[src/sv/assert_macros.svh]
// shared assertion macros
`ifndef ASSERT_MACROS_SVH
`define ASSERT_MACROS_SVH

// condition must hold at every clock edge outside reset
`define ASSERT_ALWAYS(label, clk, rst_n, cond, msg) \
    label: assert property (@(posedge clk) disable iff (!rst_n) (cond)) else $error(msg);

// consequent must hold in the same cycle as the antecedent
`define ASSERT_IMPLIES(label, clk, rst_n, ante, cons, msg) \
    label: assert property (@(posedge clk) disable iff (!rst_n) (ante) |-> (cons)) else $error(msg);

`endif

[src/sv/lir_pkg.sv]
package lir_pkg;

    localparam int RATE_W     = 18;
    localparam int COUNT_W    = 24;
    localparam int OUT_CNT_W  = 28;
    localparam int IDX_W      = 26;
    localparam int CFG_IDX_W  = 2;
    localparam int CFG_DATA_W = 24;
    localparam int CMUL_W     = COUNT_W + RATE_W;
    localparam int DIV_NUM_W  = CMUL_W + 2;
    localparam int DIV_DEN_W  = RATE_W + 1;
    localparam int DIV_CNT_W  = 6;

    localparam logic [RATE_W-1:0]  INPUT_RATE_RST  = 18'd44100;
    localparam logic [RATE_W-1:0]  OUTPUT_RATE_RST = 18'd96000;
    localparam logic [COUNT_W-1:0] COUNT_RST       = 24'd1;

    typedef enum logic [CFG_IDX_W-1:0] {
        REG_INPUT_RATE   = 2'd0,
        REG_OUTPUT_RATE  = 2'd1,
        REG_SAMPLE_COUNT = 2'd2
    } cfg_reg_t;

    typedef enum logic [3:0] {
        S_IDLE,
        S_CMUL,
        S_TGO,
        S_TWAIT,
        S_QWAIT,
        S_CHECK,
        S_FWAIT,
        S_IMUL,
        S_EMIT,
        S_PASS,
        S_DONE
    } state_t;

    typedef struct packed {
        logic                 start;
        logic [DIV_CNT_W-1:0] steps;
        logic [DIV_NUM_W-1:0] num;
        logic [DIV_DEN_W-1:0] den;
        logic [DIV_DEN_W-1:0] init_rem;
    } div_req_t;

    typedef struct packed {
        logic busy;
        logic done;
    } div_stat_t;

endpackage

[src/sv/lir_ifs.sv]
interface lir_sample_if #(parameter int W = 24);
    logic                valid;
    logic                ready;
    logic signed [W-1:0] in_sample;

    modport source (output valid, output in_sample, input ready);
    modport sink (input valid, input in_sample, output ready);
endinterface

interface lir_result_if #(parameter int W = 24);
    logic                valid;
    logic                ready;
    logic signed [W-1:0] out_sample;
    logic                out_last;

    modport source (output valid, output out_sample, output out_last, input ready);
    modport sink (input valid, input out_sample, input out_last, output ready);
endinterface

interface lir_cfg_if;
    logic                              valid;
    logic                              ready;
    logic [lir_pkg::CFG_IDX_W-1:0]     index;
    logic [lir_pkg::CFG_DATA_W-1:0]    data;

    modport source (output valid, output index, output data, input ready);
    modport sink (input valid, input index, input data, output ready);
endinterface

[src/sv/lir_div.sv]
`include "assert_macros.svh"

// restoring divider, one quotient bit per cycle, dividend taken msb first
module lir_div (
    input  logic                              clk,
    input  logic                              rst_n,
    input  lir_pkg::div_req_t                 req,
    output lir_pkg::div_stat_t                stat,
    output logic [lir_pkg::DIV_NUM_W-1:0]     quo,
    output logic [lir_pkg::DIV_DEN_W-1:0]     rem
);

    localparam int NW = lir_pkg::DIV_NUM_W;
    localparam int DW = lir_pkg::DIV_DEN_W;

    logic                          busy_reg;
    logic                          done_reg;
    logic [lir_pkg::DIV_CNT_W-1:0] cnt_reg;
    logic [DW-1:0]                 rem_reg;
    logic [DW-1:0]                 den_reg;
    logic [NW-1:0]                 num_reg;
    logic [NW-1:0]                 quo_reg;

    logic [DW:0]   shifted;
    logic [DW+1:0] diff;
    logic          ge;
    logic [DW-1:0] rem_next;

    always_comb
    begin
        shifted  = {rem_reg, num_reg[NW-1]};
        diff     = {1'b0, shifted} - {2'b00, den_reg};
        ge       = !diff[DW+1];
        rem_next = ge ? diff[DW-1:0] : shifted[DW-1:0];
    end

    always_ff @(posedge clk or negedge rst_n)
    begin
        if (!rst_n)
        begin
            busy_reg <= 1'b0;
            done_reg <= 1'b0;
            cnt_reg  <= '0;
        end
        else if (req.start && !busy_reg)
        begin
            busy_reg <= 1'b1;
            done_reg <= 1'b0;
            cnt_reg  <= req.steps;
        end
        else if (busy_reg)
        begin
            cnt_reg <= cnt_reg - 1'b1;
            if (cnt_reg == lir_pkg::DIV_CNT_W'(1))
            begin
                busy_reg <= 1'b0;
                done_reg <= 1'b1;
            end
        end
        else
        begin
            done_reg <= 1'b0;
        end
    end

    always_ff @(posedge clk)
    begin
        if (req.start && !busy_reg)
        begin
            rem_reg <= req.init_rem;
            den_reg <= req.den;
            num_reg <= req.num;
            quo_reg <= '0;
        end
        else if (busy_reg)
        begin
            rem_reg <= rem_next;
            num_reg <= {num_reg[NW-2:0], 1'b0};
            quo_reg <= {quo_reg[NW-2:0], ge};
        end
    end

    assign stat.busy = busy_reg;
    assign stat.done = done_reg;
    assign quo       = quo_reg;
    assign rem       = rem_reg;

    `ASSERT_IMPLIES(a_no_restart, clk, rst_n, req.start, !busy_reg, "divider started while busy")
    `ASSERT_IMPLIES(a_rem_bound, clk, rst_n, busy_reg, rem_reg < den_reg, "partial remainder not below divisor")

endmodule

[src/sv/linear_interp_resampler.sv]
// channel   | dir | payload                       | notes
// samples   | in  | in_sample (signed)            | one request per input sample
// results   | out | out_sample (signed), out_last | registered, zero to 34 per sample
// cfg       | in  | index, data                   | 0 input_rate, 1 output_rate, 2 sample_count
//
// pass-through rates: each sample goes through the pass and done states; the next sample is taken only back in idle
// first sample of a burst: extra count multiply, then the output-count and step-split divisions
// each interpolated output: a fraction from the shared serial divider, then the shift-add multiplier
// rst_n clears the registers to their defaults and the burst state; no clearing pass
// a stalled results channel holds the block in the emit or pass state, samples stays low meanwhile

`include "assert_macros.svh"

module linear_interp_resampler #(
    parameter int SAMPLE_BITS = 24,
    parameter int FRAC_BITS   = 16,
    parameter int MAX_RATIO   = 16
) (
    input  logic                clk,
    input  logic                rst_n,
    lir_sample_if.sink          samples,
    lir_result_if.source        results,
    lir_cfg_if.sink             cfg
);

    localparam int RATE_W    = lir_pkg::RATE_W;
    localparam int COUNT_W   = lir_pkg::COUNT_W;
    localparam int OUT_CNT_W = lir_pkg::OUT_CNT_W;
    localparam int IDX_W     = lir_pkg::IDX_W;
    localparam int CMUL_W    = lir_pkg::CMUL_W;
    localparam int NUM_W     = lir_pkg::DIV_NUM_W;
    localparam int DEN_W     = lir_pkg::DIV_DEN_W;
    localparam int RATIO_W   = $clog2(MAX_RATIO + 1);
    localparam int CAP_W     = RATE_W + RATIO_W;
    localparam int MAX_OUT   = 2 * MAX_RATIO + 2;
    localparam int N_W       = $clog2(MAX_OUT + 1);
    localparam int STEP_W    = $clog2((FRAC_BITS > RATE_W ? FRAC_BITS : RATE_W) + 1);
    localparam int P_W       = SAMPLE_BITS + 1 + FRAC_BITS;

    // configuration registers
    logic [RATE_W-1:0]  inr_reg;
    logic [RATE_W-1:0]  outr_reg;
    logic [COUNT_W-1:0] cnt_reg;

    // burst state
    lir_pkg::state_t        state_reg;
    lir_pkg::state_t        state_next;
    logic [SAMPLE_BITS-1:0] prev_reg;
    logic [COUNT_W-1:0]     k_reg;         // index of the current sample in the burst
    logic [OUT_CNT_W-1:0]   emitted_reg;
    logic [OUT_CNT_W-1:0]   total_reg;
    logic [IDX_W-1:0]       nidx_reg;      // source index of the next output
    logic [RATE_W-1:0]      nrem_reg;      // source phase remainder of the next output
    logic                   last_reg;
    logic                   rep_reg;       // next output repeats the final sample
    logic [N_W-1:0]         n_reg;
    logic [STEP_W-1:0]      step_reg;

    // payload
    logic [SAMPLE_BITS-1:0] cur_reg;
    logic [RATE_W-1:0]      q_reg;         // whole source steps per output
    logic [RATE_W-1:0]      r_reg;         // fractional source step per output
    logic [RATE_W-1:0]      outr_sr;
    logic [FRAC_BITS-1:0]   frac_sr;
    logic [CMUL_W-1:0]      cmul_acc_reg;
    logic [P_W-1:0]         imul_acc_reg;

    // output register
    logic                   out_valid_reg;
    logic [SAMPLE_BITS-1:0] out_sample_reg;
    logic                   out_last_reg;

    lir_pkg::div_req_t         div_req;
    lir_pkg::div_stat_t        div_stat;
    logic [NUM_W-1:0]          div_quo;
    logic [DEN_W-1:0]          div_rem;

    logic                      in_acc;
    logic                      cfg_acc;
    logic                      zero_cfg;
    logic [CAP_W-1:0]          cap;
    logic [RATE_W-1:0]         outr_eff;
    logic                      is_pass;
    logic                      last_in;
    logic                      more;
    logic                      interp;
    logic                      slot_free;
    logic                      emit_load;
    logic                      emit_is_last;
    logic [NUM_W-1:0]          tot_num;
    logic [CMUL_W-1:0]         cmul_acc_next;
    logic [SAMPLE_BITS:0]      diff;
    logic [P_W-1:0]            imul_acc_next;
    logic [SAMPLE_BITS:0]      interp_sum;
    logic [RATE_W:0]           nrem_sum;
    logic                      wrap;
    logic [RATE_W-1:0]         nrem_adv;
    logic [IDX_W-1:0]          nidx_adv;

    // ratio clamp, rate compare and burst bookkeeping
    always_comb
    begin
        in_acc    = samples.valid && samples.ready;
        cfg_acc   = cfg.valid && cfg.ready;
        zero_cfg  = (inr_reg == '0) || (outr_reg == '0) || (cnt_reg == '0);
        cap       = CAP_W'(inr_reg) * CAP_W'(MAX_RATIO);
        outr_eff  = (CAP_W'(outr_reg) > cap) ? cap[RATE_W-1:0] : outr_reg;
        is_pass   = (inr_reg == outr_eff);
        last_in   = ({1'b0, k_reg} + 1'b1) >= {1'b0, cnt_reg};
        more      = (emitted_reg < total_reg) && (n_reg < N_W'(MAX_OUT));
        interp    = nidx_reg < IDX_W'(k_reg);
        slot_free = !out_valid_reg || results.ready;
        emit_load = slot_free
                    && ((state_reg == lir_pkg::S_EMIT) || (state_reg == lir_pkg::S_PASS));
        emit_is_last = (emitted_reg + 1'b1) == total_reg;
    end

    // serial arithmetic: count multiply, interpolation multiply, phase advance
    always_comb
    begin
        // round-half-up numerator 2*count*rate + input rate
        tot_num       = NUM_W'({cmul_acc_reg, 1'b0}) + NUM_W'(inr_reg);
        cmul_acc_next = {cmul_acc_reg[CMUL_W-2:0], 1'b0}
                        + (outr_sr[RATE_W-1] ? CMUL_W'(cnt_reg) : CMUL_W'(0));
        diff          = {cur_reg[SAMPLE_BITS-1], cur_reg} - {prev_reg[SAMPLE_BITS-1], prev_reg};
        imul_acc_next = {imul_acc_reg[P_W-2:0], 1'b0}
                        + (frac_sr[FRAC_BITS-1] ? {{FRAC_BITS{diff[SAMPLE_BITS]}}, diff}
                                                : P_W'(0));
        // arithmetic shift right by FRAC_BITS is the upper slice of the product
        interp_sum    = {prev_reg[SAMPLE_BITS-1], prev_reg} + imul_acc_reg[P_W-1:FRAC_BITS];
        nrem_sum      = {1'b0, nrem_reg} + {1'b0, r_reg};
        wrap          = nrem_sum >= {1'b0, outr_eff};
        nrem_adv      = wrap ? RATE_W'(nrem_sum - {1'b0, outr_eff}) : nrem_sum[RATE_W-1:0];
        nidx_adv      = nidx_reg + IDX_W'(q_reg) + IDX_W'(wrap);
    end

    // next state
    always_comb
    begin
        state_next = state_reg;
        unique case (state_reg)
            lir_pkg::S_IDLE:
            begin
                if (in_acc && !zero_cfg)
                begin
                    if (is_pass)
                        state_next = lir_pkg::S_PASS;
                    else if (k_reg == '0)
                        state_next = lir_pkg::S_CMUL;
                    else
                        state_next = lir_pkg::S_CHECK;
                end
            end
            lir_pkg::S_CMUL:
            begin
                if (step_reg == STEP_W'(1))
                    state_next = lir_pkg::S_TGO;
            end
            lir_pkg::S_TGO:
                state_next = lir_pkg::S_TWAIT;
            lir_pkg::S_TWAIT:
            begin
                if (div_stat.done)
                    state_next = lir_pkg::S_QWAIT;
            end
            lir_pkg::S_QWAIT:
            begin
                if (div_stat.done)
                    state_next = lir_pkg::S_CHECK;
            end
            lir_pkg::S_CHECK:
            begin
                priority if (more && interp)
                    state_next = lir_pkg::S_FWAIT;
                else if (more && last_reg)
                    state_next = lir_pkg::S_EMIT;
                else
                    state_next = lir_pkg::S_DONE;
            end
            lir_pkg::S_FWAIT:
            begin
                if (div_stat.done)
                    state_next = lir_pkg::S_IMUL;
            end
            lir_pkg::S_IMUL:
            begin
                if (step_reg == STEP_W'(1))
                    state_next = lir_pkg::S_EMIT;
            end
            lir_pkg::S_EMIT:
            begin
                if (slot_free)
                    state_next = lir_pkg::S_CHECK;
            end
            lir_pkg::S_PASS:
            begin
                if (slot_free)
                    state_next = lir_pkg::S_DONE;
            end
            lir_pkg::S_DONE:
                state_next = lir_pkg::S_IDLE;
            default:
                state_next = lir_pkg::S_IDLE;
        endcase
    end

    // divider requests: output count, step split, then one fraction per interpolated output
    always_comb
    begin
        div_req.start    = 1'b0;
        div_req.steps    = lir_pkg::DIV_CNT_W'(FRAC_BITS);
        div_req.num      = '0;
        div_req.den      = {1'b0, outr_eff};
        div_req.init_rem = {1'b0, nrem_reg};
        unique case (state_reg)
            lir_pkg::S_TGO:
            begin
                div_req.start    = 1'b1;
                div_req.steps    = lir_pkg::DIV_CNT_W'(NUM_W);
                div_req.num      = tot_num;
                div_req.den      = {inr_reg, 1'b0};
                div_req.init_rem = '0;
            end
            lir_pkg::S_TWAIT:
            begin
                div_req.start    = div_stat.done;
                div_req.steps    = lir_pkg::DIV_CNT_W'(RATE_W);
                div_req.num      = {inr_reg, (NUM_W - RATE_W)'(0)};
                div_req.init_rem = '0;
            end
            lir_pkg::S_CHECK:
                div_req.start = more && interp;
            default:
                div_req.start = 1'b0;
        endcase
    end

    lir_div u_div (
        .clk   (clk),
        .rst_n (rst_n),
        .req   (div_req),
        .stat  (div_stat),
        .quo   (div_quo),
        .rem   (div_rem)
    );

    // control and burst state
    always_ff @(posedge clk or negedge rst_n)
    begin
        if (!rst_n)
        begin
            state_reg     <= lir_pkg::S_IDLE;
            inr_reg       <= lir_pkg::INPUT_RATE_RST;
            outr_reg      <= lir_pkg::OUTPUT_RATE_RST;
            cnt_reg       <= lir_pkg::COUNT_RST;
            prev_reg      <= '0;
            k_reg         <= '0;
            emitted_reg   <= '0;
            total_reg     <= '0;
            nidx_reg      <= '0;
            nrem_reg      <= '0;
            last_reg      <= 1'b0;
            rep_reg       <= 1'b0;
            n_reg         <= '0;
            step_reg      <= '0;
            out_valid_reg <= 1'b0;
        end
        else
        begin
            state_reg <= state_next;

            if (cfg_acc)
            begin
                unique case (lir_pkg::cfg_reg_t'(cfg.index))
                    lir_pkg::REG_INPUT_RATE:   inr_reg  <= cfg.data[RATE_W-1:0];
                    lir_pkg::REG_OUTPUT_RATE:  outr_reg <= cfg.data[RATE_W-1:0];
                    lir_pkg::REG_SAMPLE_COUNT: cnt_reg  <= cfg.data[COUNT_W-1:0];
                    default:                   inr_reg  <= inr_reg;
                endcase
                // any valid register write ends the burst
                if (cfg.index != lir_pkg::CFG_IDX_W'(3))
                begin
                    prev_reg    <= '0;
                    k_reg       <= '0;
                    emitted_reg <= '0;
                    total_reg   <= '0;
                    nidx_reg    <= '0;
                    nrem_reg    <= '0;
                end
            end

            unique case (state_reg)
                lir_pkg::S_IDLE:
                begin
                    if (in_acc && !zero_cfg)
                    begin
                        last_reg <= last_in;
                        n_reg    <= '0;
                        step_reg <= STEP_W'(RATE_W);
                    end
                end
                lir_pkg::S_CMUL:
                    step_reg <= step_reg - 1'b1;
                lir_pkg::S_TWAIT:
                begin
                    if (div_stat.done)
                        total_reg <= div_quo[OUT_CNT_W-1:0];
                end
                lir_pkg::S_CHECK:
                    rep_reg <= !interp;
                lir_pkg::S_FWAIT:
                    step_reg <= STEP_W'(FRAC_BITS);
                lir_pkg::S_IMUL:
                    step_reg <= step_reg - 1'b1;
                lir_pkg::S_EMIT:
                begin
                    if (slot_free)
                    begin
                        emitted_reg <= emitted_reg + 1'b1;
                        nidx_reg    <= nidx_adv;
                        nrem_reg    <= nrem_adv;
                        n_reg       <= n_reg + 1'b1;
                    end
                end
                lir_pkg::S_DONE:
                begin
                    if (last_reg)
                    begin
                        prev_reg    <= '0;
                        k_reg       <= '0;
                        emitted_reg <= '0;
                        total_reg   <= '0;
                        nidx_reg    <= '0;
                        nrem_reg    <= '0;
                    end
                    else
                    begin
                        prev_reg <= cur_reg;
                        k_reg    <= k_reg + 1'b1;
                    end
                end
                default:
                    step_reg <= step_reg;
            endcase

            if (emit_load)
                out_valid_reg <= 1'b1;
            else if (results.ready)
                out_valid_reg <= 1'b0;
        end
    end

    // datapath registers
    always_ff @(posedge clk)
    begin
        if (in_acc)
        begin
            cur_reg      <= samples.in_sample;
            cmul_acc_reg <= '0;
            outr_sr      <= outr_eff;
        end
        else if (state_reg == lir_pkg::S_CMUL)
        begin
            cmul_acc_reg <= cmul_acc_next;
            outr_sr      <= {outr_sr[RATE_W-2:0], 1'b0};
        end

        if ((state_reg == lir_pkg::S_QWAIT) && div_stat.done)
        begin
            q_reg <= div_quo[RATE_W-1:0];
            r_reg <= div_rem[RATE_W-1:0];
        end

        if ((state_reg == lir_pkg::S_FWAIT) && div_stat.done)
        begin
            frac_sr      <= div_quo[FRAC_BITS-1:0];
            imul_acc_reg <= '0;
        end
        else if (state_reg == lir_pkg::S_IMUL)
        begin
            frac_sr      <= {frac_sr[FRAC_BITS-2:0], 1'b0};
            imul_acc_reg <= imul_acc_next;
        end

        if (emit_load)
        begin
            if ((state_reg == lir_pkg::S_PASS) || rep_reg)
                out_sample_reg <= cur_reg;
            else
                out_sample_reg <= interp_sum[SAMPLE_BITS-1:0];
            out_last_reg <= (state_reg == lir_pkg::S_PASS) ? last_reg : emit_is_last;
        end
    end

    // port drive
    assign samples.ready      = (state_reg == lir_pkg::S_IDLE) && !cfg.valid;
    assign cfg.ready          = (state_reg == lir_pkg::S_IDLE);
    assign results.valid      = out_valid_reg;
    assign results.out_sample = out_sample_reg;
    assign results.out_last   = out_last_reg;

    `ASSERT_ALWAYS(a_emit_bound, clk, rst_n, emitted_reg <= total_reg, "more outputs than the burst total")
    `ASSERT_ALWAYS(a_step_cap, clk, rst_n, n_reg <= N_W'(MAX_OUT), "per-sample output cap exceeded")
    `ASSERT_IMPLIES(a_phase_bound, clk, rst_n, state_reg == lir_pkg::S_CHECK, nrem_reg < outr_eff, "phase remainder reached the output rate")

endmodule
[src/flat_wrapper.sv]
// flat-port wrapper written by rule: the top's interface ports become plain ports
module linear_interp_resampler_flat 
#(
    parameter int SAMPLE_BITS = 24,
    parameter int FRAC_BITS   = 16,
    parameter int MAX_RATIO   = 16
)
  (clk, rst_n, samples_valid, samples_in_sample, samples_ready, results_valid, results_out_sample, results_out_last, results_ready, cfg_valid, cfg_index, cfg_data, cfg_ready);
  lir_sample_if samples_i ();
  lir_result_if results_i ();
  lir_cfg_if cfg_i ();
  input  logic clk;
  input  logic rst_n;
  input wire logic [$bits(samples_i.valid)-1:0] samples_valid;
  input wire logic [$bits(samples_i.in_sample)-1:0] samples_in_sample;
  output wire logic [$bits(samples_i.ready)-1:0] samples_ready;
  output wire logic [$bits(results_i.valid)-1:0] results_valid;
  output wire logic [$bits(results_i.out_sample)-1:0] results_out_sample;
  output wire logic [$bits(results_i.out_last)-1:0] results_out_last;
  input wire logic [$bits(results_i.ready)-1:0] results_ready;
  input wire logic [$bits(cfg_i.valid)-1:0] cfg_valid;
  input wire logic [$bits(cfg_i.index)-1:0] cfg_index;
  input wire logic [$bits(cfg_i.data)-1:0] cfg_data;
  output wire logic [$bits(cfg_i.ready)-1:0] cfg_ready;
  assign samples_i.valid = samples_valid;
  assign samples_i.in_sample = samples_in_sample;
  assign samples_ready = samples_i.ready;
  assign results_valid = results_i.valid;
  assign results_out_sample = results_i.out_sample;
  assign results_out_last = results_i.out_last;
  assign results_i.ready = results_ready;
  assign cfg_i.valid = cfg_valid;
  assign cfg_i.index = cfg_index;
  assign cfg_i.data = cfg_data;
  assign cfg_ready = cfg_i.ready;
  linear_interp_resampler #(.SAMPLE_BITS(SAMPLE_BITS), .FRAC_BITS(FRAC_BITS), .MAX_RATIO(MAX_RATIO)) u_core (.clk(clk), .rst_n(rst_n), .samples(samples_i), .results(results_i), .cfg(cfg_i));
endmodule
[config.mk]
export PLATFORM = sky130hd
export DESIGN_NAME = linear_interp_resampler_flat
export DESIGN_NICKNAME = d
export VERILOG_FILES = /design/src/sv/lir_pkg.sv /design/src/sv/lir_ifs.sv /design/src/sv/lir_div.sv /design/src/sv/linear_interp_resampler.sv /design/src/flat_wrapper.sv
export VERILOG_INCLUDE_DIRS = /design/src /design/src/sv
export SDC_FILE = /design/constraint.sdc
export NUM_CORES = 2
export LEC_CHECK = 0
export BUFFER_PORTS_ARGS = -buffer_cell sky130_fd_sc_hd__clkbuf_2
export CORE_ASPECT_RATIO = 1.2
export CORE_MARGIN = 4
export CORE_UTILIZATION = 67
export DETAILED_ROUTE_END_ITERATION = 7
export GPL_TIMING_DRIVEN = 0
export PLACE_DENSITY = 0.85
export SLEW_MARGIN = 20
export SYNTH_ARGS = -nofsm -noshare
export SYNTH_HDL_FRONTEND = slang
export SYNTH_SLANG_ARGS = --single-unit
export TNS_END_PERCENT = 5
[constraint.sdc]
create_clock -name clk -period 12.2 [get_ports clk]
set_input_delay 0.61 -clock clk [delete_from_list [all_inputs] [get_ports clk]]
set_output_delay 0.61 -clock clk [all_outputs]
set_load 0.1 [all_outputs]
# Yosys cells after proc, flatten, opt, wreduce, memory -nomap -nowiden
# Index checks and enable logic that the tools add are counted.
[totals] out_inout_bits=28 word_cells=200 ff_bits=545
[classes] n_reduce_logical=46 add_sub_neg=16 n_eq_ne=26 magnitude_cmp=6 mux=73
[ops] cell="28-bit 2-to-1 mux" count=8
[ops] cell="24-bit 2-to-1 mux" count=8
[ops] cell="18-bit 2-to-1 mux" count=10
[ops] cell="28-bit one-hot mux with 2 select lines" count=2
[ops] cell="26-bit 2-to-1 mux" count=4
[ops] cell="50-bit one-hot mux with 2 select lines" count=1
[ops] cell="44-bit 2-to-1 mux" count=2
[ops] cell="19-bit 2-to-1 mux" count=3
[ops] cell="26-bit one-hot mux with 2 select lines" count=1
[ops] cell="24-bit zero test" count=2
[ops] cell="43-bit by 18-bit adder with 44-bit output" count=1
[ops] cell="42-bit adder" count=1
[ops] cell="40-bit adder" count=1
[ops] cell="4-bit 2-to-1 mux" count=10
[ops] cell="40-bit 2-to-1 mux" count=1
[ops] cell="4-bit one-hot mux with 10 select lines" count=1
[ops] cell="18-bit zero test" count=2
[ops] cell="18-bit one-hot mux with 2 select lines" count=1
[ops] cell="16-bit 2-to-1 mux" count=2
[ops] cell="28-bit by 1-bit adder with 28-bit output, second input constant" count=1
[ops] cell="28-bit == test" count=1
[ops] cell="28-bit less-than comparator" count=1
[ops] cell="26-bit by 1-bit adder with 26-bit output" count=1
[ops] cell="26-bit by 18-bit adder with 26-bit output" count=1
[ops] cell="46 further kinds" count=101

# Longest topological paths before layout
[depth] depth_word=7 mapped_depth=33

# Modules after synthesis
# Synthesis repeated with hierarchy kept, for this count alone.
[unflattened] cells_unflattened=4018 area_unflattened_um2=36389.9
[by_module_without_submodules] mod="linear_interp_resampler" seq_area_each_um2=10887.9 cells_per_inst=3336 area_per_inst_um2=29927.5 n_inst=1
[by_module_without_submodules] mod="lir_div" seq_area_each_um2=3543.4 cells_per_inst=682 area_per_inst_um2=6462.4 n_inst=1

# Worst setup path after synthesis
# No wires, ideal clock.
[synth_path] path_kind="reg-to-reg" startpoint="register u_core.inr_reg[13]" endpoint="register u_core.nidx_reg[22]" arrival_time_ns=7.418 setup_slack_ns=4.661 synth_period_minus_slack_ns=7.539 setup_time_ns=0.121 stages_incl_launch_ff=34 cell_sequence="dfstp_2 -> inv_1 -> ha_1 -> nand4_1 -> nor3_1 -> o31ai_1 -> a21oi_1 -> buf_2 -> clkbuf_1 -> mux2i_1 -> ha_1 -> clkbuf_1 -> o21a_1 -> o21ai_0 -> a21oi_1 -> o21ai_0 -> o22ai_1 -> a211o_1 -> a2111oi_4 -> o21ai_1 -> buf_2 -> fa_1 -> fa_1 -> a21o_1 -> a21oi_1 -> nand2b_1 -> a211oi_1 -> o31ai_1 -> o21ai_0 -> a21o_1 -> a21oi_1 -> nor2_1 -> a32oi_1 -> nand2_1"
[synth_between] elab_chain_len=6
[synth_rtl] element="start: declaration" line_no="linear_interp_resampler.sv:41" rtl="logic [RATE_W-1:0] inr_reg;"
[synth_rtl] element="start signal: assignment" line_no="linear_interp_resampler.sv:253" rtl="inr_reg <= lir_pkg::INPUT_RATE_RST;"
[synth_rtl] element="start signal: assignment" line_no="linear_interp_resampler.sv:275" rtl="lir_pkg::REG_INPUT_RATE: inr_reg <= cfg.data[RATE_W-1:0];"
[synth_rtl] element="start signal: assignment" line_no="linear_interp_resampler.sv:278" rtl="default: inr_reg <= inr_reg;"
[synth_rtl] element="18-bit by 22-bit > comparator with 1-bit output" line_no="linear_interp_resampler.sv:107" rtl="outr_eff = (CAP_W'(outr_reg) > cap) ? cap[RATE_W-1:0] : outr_reg;"
[synth_rtl] element="18-bit 2-to-1 mux (*)" line_no="linear_interp_resampler.sv:107"
[synth_rtl] element="19-bit by 18-bit greater-or-equal comparator with 1-bit output (*)" line_no="linear_interp_resampler.sv:132" rtl="wrap = nrem_sum >= {1'b0, outr_eff};"
[synth_rtl] element="26-bit by 1-bit adder with 26-bit output (*)" line_no="linear_interp_resampler.sv:134" rtl="nidx_adv = nidx_reg + IDX_W'(q_reg) + IDX_W'(wrap);"
[synth_rtl] element="26-bit 2-to-1 mux (*)" line_no="linear_interp_resampler.sv:317" rtl="if (slot_free)"
[synth_rtl] element="26-bit one-hot mux with 2 select lines (*)" line_no="linear_interp_resampler.sv:292" rtl="unique case (state_reg)"
[synth_rtl] element="end signal: assignment" line_no="linear_interp_resampler.sv:320" rtl="nidx_reg <= nidx_adv;"
[synth_rtl] element="end: declaration" line_no="linear_interp_resampler.sv:52" rtl="logic [IDX_W-1:0] nidx_reg;"
# Mark *: on every way between the ends. The rest lies on a longest branch, timed or not.
# A chain may end at the register's enable or synchronous reset.

# Final worst setup path
# Same ends and word-level chain as after synthesis.

==> out/metrics.cfg <==
[timing]
timing_hold_violations_final = 0
fin_skew_ns = 0.0237
period_needed_ns = 9.36
setup-tns-final_ns = 0
tightest_slew_ns = 1.10
final.hold.worst_slack_ns = 0.155
final.period_utilization_pct = 76.7
fmax_mhz = 107
grt_setup_unrepaired = no
worst_slew_margin_rel_pct = 26.1
finalSetupViolCount = 0
final_max_slew_viol_count = 0

[floorplan]
num_io_pins = 83
core_region_area_mm2 = 0.0515
die_height_um = 258
floorplan.initialDensity_pct = 67.7
dieArea_mm2 = 0.0557
standard_cell_rows = 91
die_x_um = 216

[placed_design]
dp_hpwl_mm = 73.1
io_buffer_count = 82
gpl.final_weighted_congestion = 0.971

[drt]
drt_first_iter_violations = 3002
via_count = 29600
route.antenna.remaining_nets = 0
routed_wirelength_mm = 98.5
viasPerCell = 6.49
post-route-drc-count = 0
routed_wire_length_per_instance_um = 21.6
dr.pass1.iters = 6

[yosys]
synthesized_instance_count = 3660
yosys_warnings = 0
ys_top_cells_by_count = 335 x nand2_1, 304 x o21ai_0, 293 x ha_1
syn_nets = 4018
synth.cell_area_mm2 = 0.0348
synth_top_area_share_pct = 17.3
synth_enable_flop_cells = 201
dominantRegCellSynth = dfrtp_1
synth_top_area_cell = edfxtp_1
synth_most_common_cell = nand2_1
count_of_different_cell_masters_after_synthesis = 86
seq_area_frac_synth_pct = 40.5
postSynth.asyncResetShare_pct = 42.9
syn_area_per_cell_um2 = 9.51
cells_taking_the_most_area_after_synthesis = edfxtp_1 17%, dfrtp_1 16%, ha_1 11%
register_bit_count_reported_by_yosys = 545

[critical_path]
worstPathArrival_ns = 9.86
setup.worst_path.start_class = flip-flop
timing.reg2reg.worst_path_depth = 33
worst_setup_path_endpoint = u_core.nidx_reg[22]
critical-path-slowest-cell = dfstp_2
r2r-end = u_core.nidx_reg[22]
cp_max_fo = 10
cp_data_required_time_ns = 12.69
r2r_start = u_core.inr_reg[13]
crit_path_start = u_core.inr_reg[13]
ff2ff_setup_slack_ns = 2.84
critical_path.most_common_cell = a21oi_1
timing.critical_path.to_type = flip-flop
critPathMaxStageDelay_ns = 0.62
crit_type = flip-flop to flip-flop

[status]
status = complete, no violations

[final_layout]
final.fill_count = 3658
largest_register_ff_count = 44
fin_nets = 4166
layout-drive-gt1-share_pct = 7.94
areaGrowthSynthToFinish_pct = 9.69
insertedDiodeCount = 0

[run]
maxCapViolCount = 0

[clock_tree]
clkSinkCount = 545
clkSlewWorstSetupHoldPaths_ns = 0.06
cts_hold_repair.buffers = 1
cts_htree_levels = 2
tritoncts = built
postCtsResizedCells = 0
insertion_delay_ns = 0.63
ctsRootBufferMaster = clkbuf_16
cts_max_path_buffers = 3
cts_setup_buffers = 0
cts-buffers-inserted = 56

[global_routing]
grt_start_max_net_pins = 71
global_route.overflow_total = 0
initial_antenna_violation_count = 1
grt_pass1_vias = 28900
gr-usage-all-layers_pct = 34.6
wire_length_of_the_first_global_routing_pass_mm = 155

[power_and_ir_drop]
leakagePower_nw = 16.3
power_density_mw_per_mm2 = 96.8
total_power_w = 0.00370
max-vdd-ir-drop_uv = 108

[min_path]
min-delay-path-class = input pin to flip-flop

[where the power goes]
part           internal [W]              switching, W  leakage, nW
Combinational    0.00000955                 0.0000238         9.59
Sequential          0.00188  0.0000000000000000000115         5.82
Clock               0.00102                  0.000757        0.926
[placed cells by master (no fill, tap or decap), types with 44 or more instances in the layout]
master / netlist / routed
nand2_1: 335 / 335
o21ai_0: 304 / 304
ha_1: 293 / 293
dfrtp_1: 220 / 220
a21oi_1: 218 / 218
inv_1: 210 / 208
nor2_1: 202 / 201
edfxtp_1: 201 / 201
xnor2_1: 197 / 197
clkbuf_1: 125 / 140
a22o_1: 119 / 119
dfxtp_1: 110 / 110
nand3_1: 99 / 99
xor2_1: 87 / 87
a21o_1: 81 / 81
clkbuf_2: 0 / 81
mux2_2: 69 / 69
clkbuf_16: 0 / 59
and2_1: 55 / 55
nor3_1: 55 / 54
nand4_1: 48 / 48
mux2i_1: 46 / 46
o21a_1: 44 / 44
nand2b_1: 44 / 44
[through the flow]
step | std cells | util (%) | setup WS [ns] | area (um^2)
after floorplan | 3660 | - | 4.66 | 34800
after global placement | 4439 | 70.1 | 3.30 | 36100
after detailed placement | 4446 | 70.5 | 3.15 | 36300
after CTS | 4552 | 74.2 | 3.05 | 38200
after global routing | 4552 | 74.2 | 2.41 | 38200
final | 4552 | 74.2 | 2.84 | 38200
[final cells by class]
class | instances | area [um^2] | area share [%]
flip-flops and latches | 545 | 14100 | 36.9
clock buffers | 79 | 1600 | 4.19
well taps | 697 | 872 | 2.28
plain buffers | 142 | 546 | 1.43
clock inverters | 26 | 282 | 0.737
multi-input cells | 2761 | 19400 | 50.8
repair buffers | 90 | 591 | 1.55
inverters | 212 | 798 | 2.09
[critical path: cells and delay by family, from the launching register on]
kind                       cells  cell delay (ns)
adders and majority gates      4             1.53
buffers and inverters          5             1.37
DFF                            1             0.62
and+or+nand+nor                5             0.98
AOI/OAI and AO/OA             18             4.20
muxes                          1             0.50
[worst min-delay path by stage]
stage | slack (ns) | start | endpoint | cells after the start
after floorplan | 0.31 | rst_n | u_core.cnt_reg[10] | 0
after global placement | 0.44 | u_core.imul_acc_reg[11] | u_core.imul_acc_reg[11] | 2
after detailed placement | 0.46 | u_core.imul_acc_reg[11] | u_core.imul_acc_reg[11] | 2
after CTS | 0.14 | samples_in_sample[3] | u_core.cur_reg[3] | 1
after global routing | 0.15 | samples_in_sample[3] | u_core.cur_reg[3] | 1
final | 0.15 | samples_in_sample[4] | u_core.cur_reg[4] | 1
[metal layers]
layer  vias up  track usage, %  wire (um)
met5         -               0         10
met4         2            19.5       6620
met3       395            5.46       7830
met2      1388            56.0      45400
met1     14100            44.7      38600
li1      13700               -          -
[cell families after synthesis]
kind of cell    count (synthesis)  synth area share (%)
compound gates               1024                  19.4
xor+xnor                      284                  7.14
buf+inv                       354                  3.85
simple gates                 1034                  14.4
fa+ha+maj                     304                  11.1
mux                           115                  3.55
flops                         545                  40.5
Note: power is estimated with default switching activity, not from simulation.
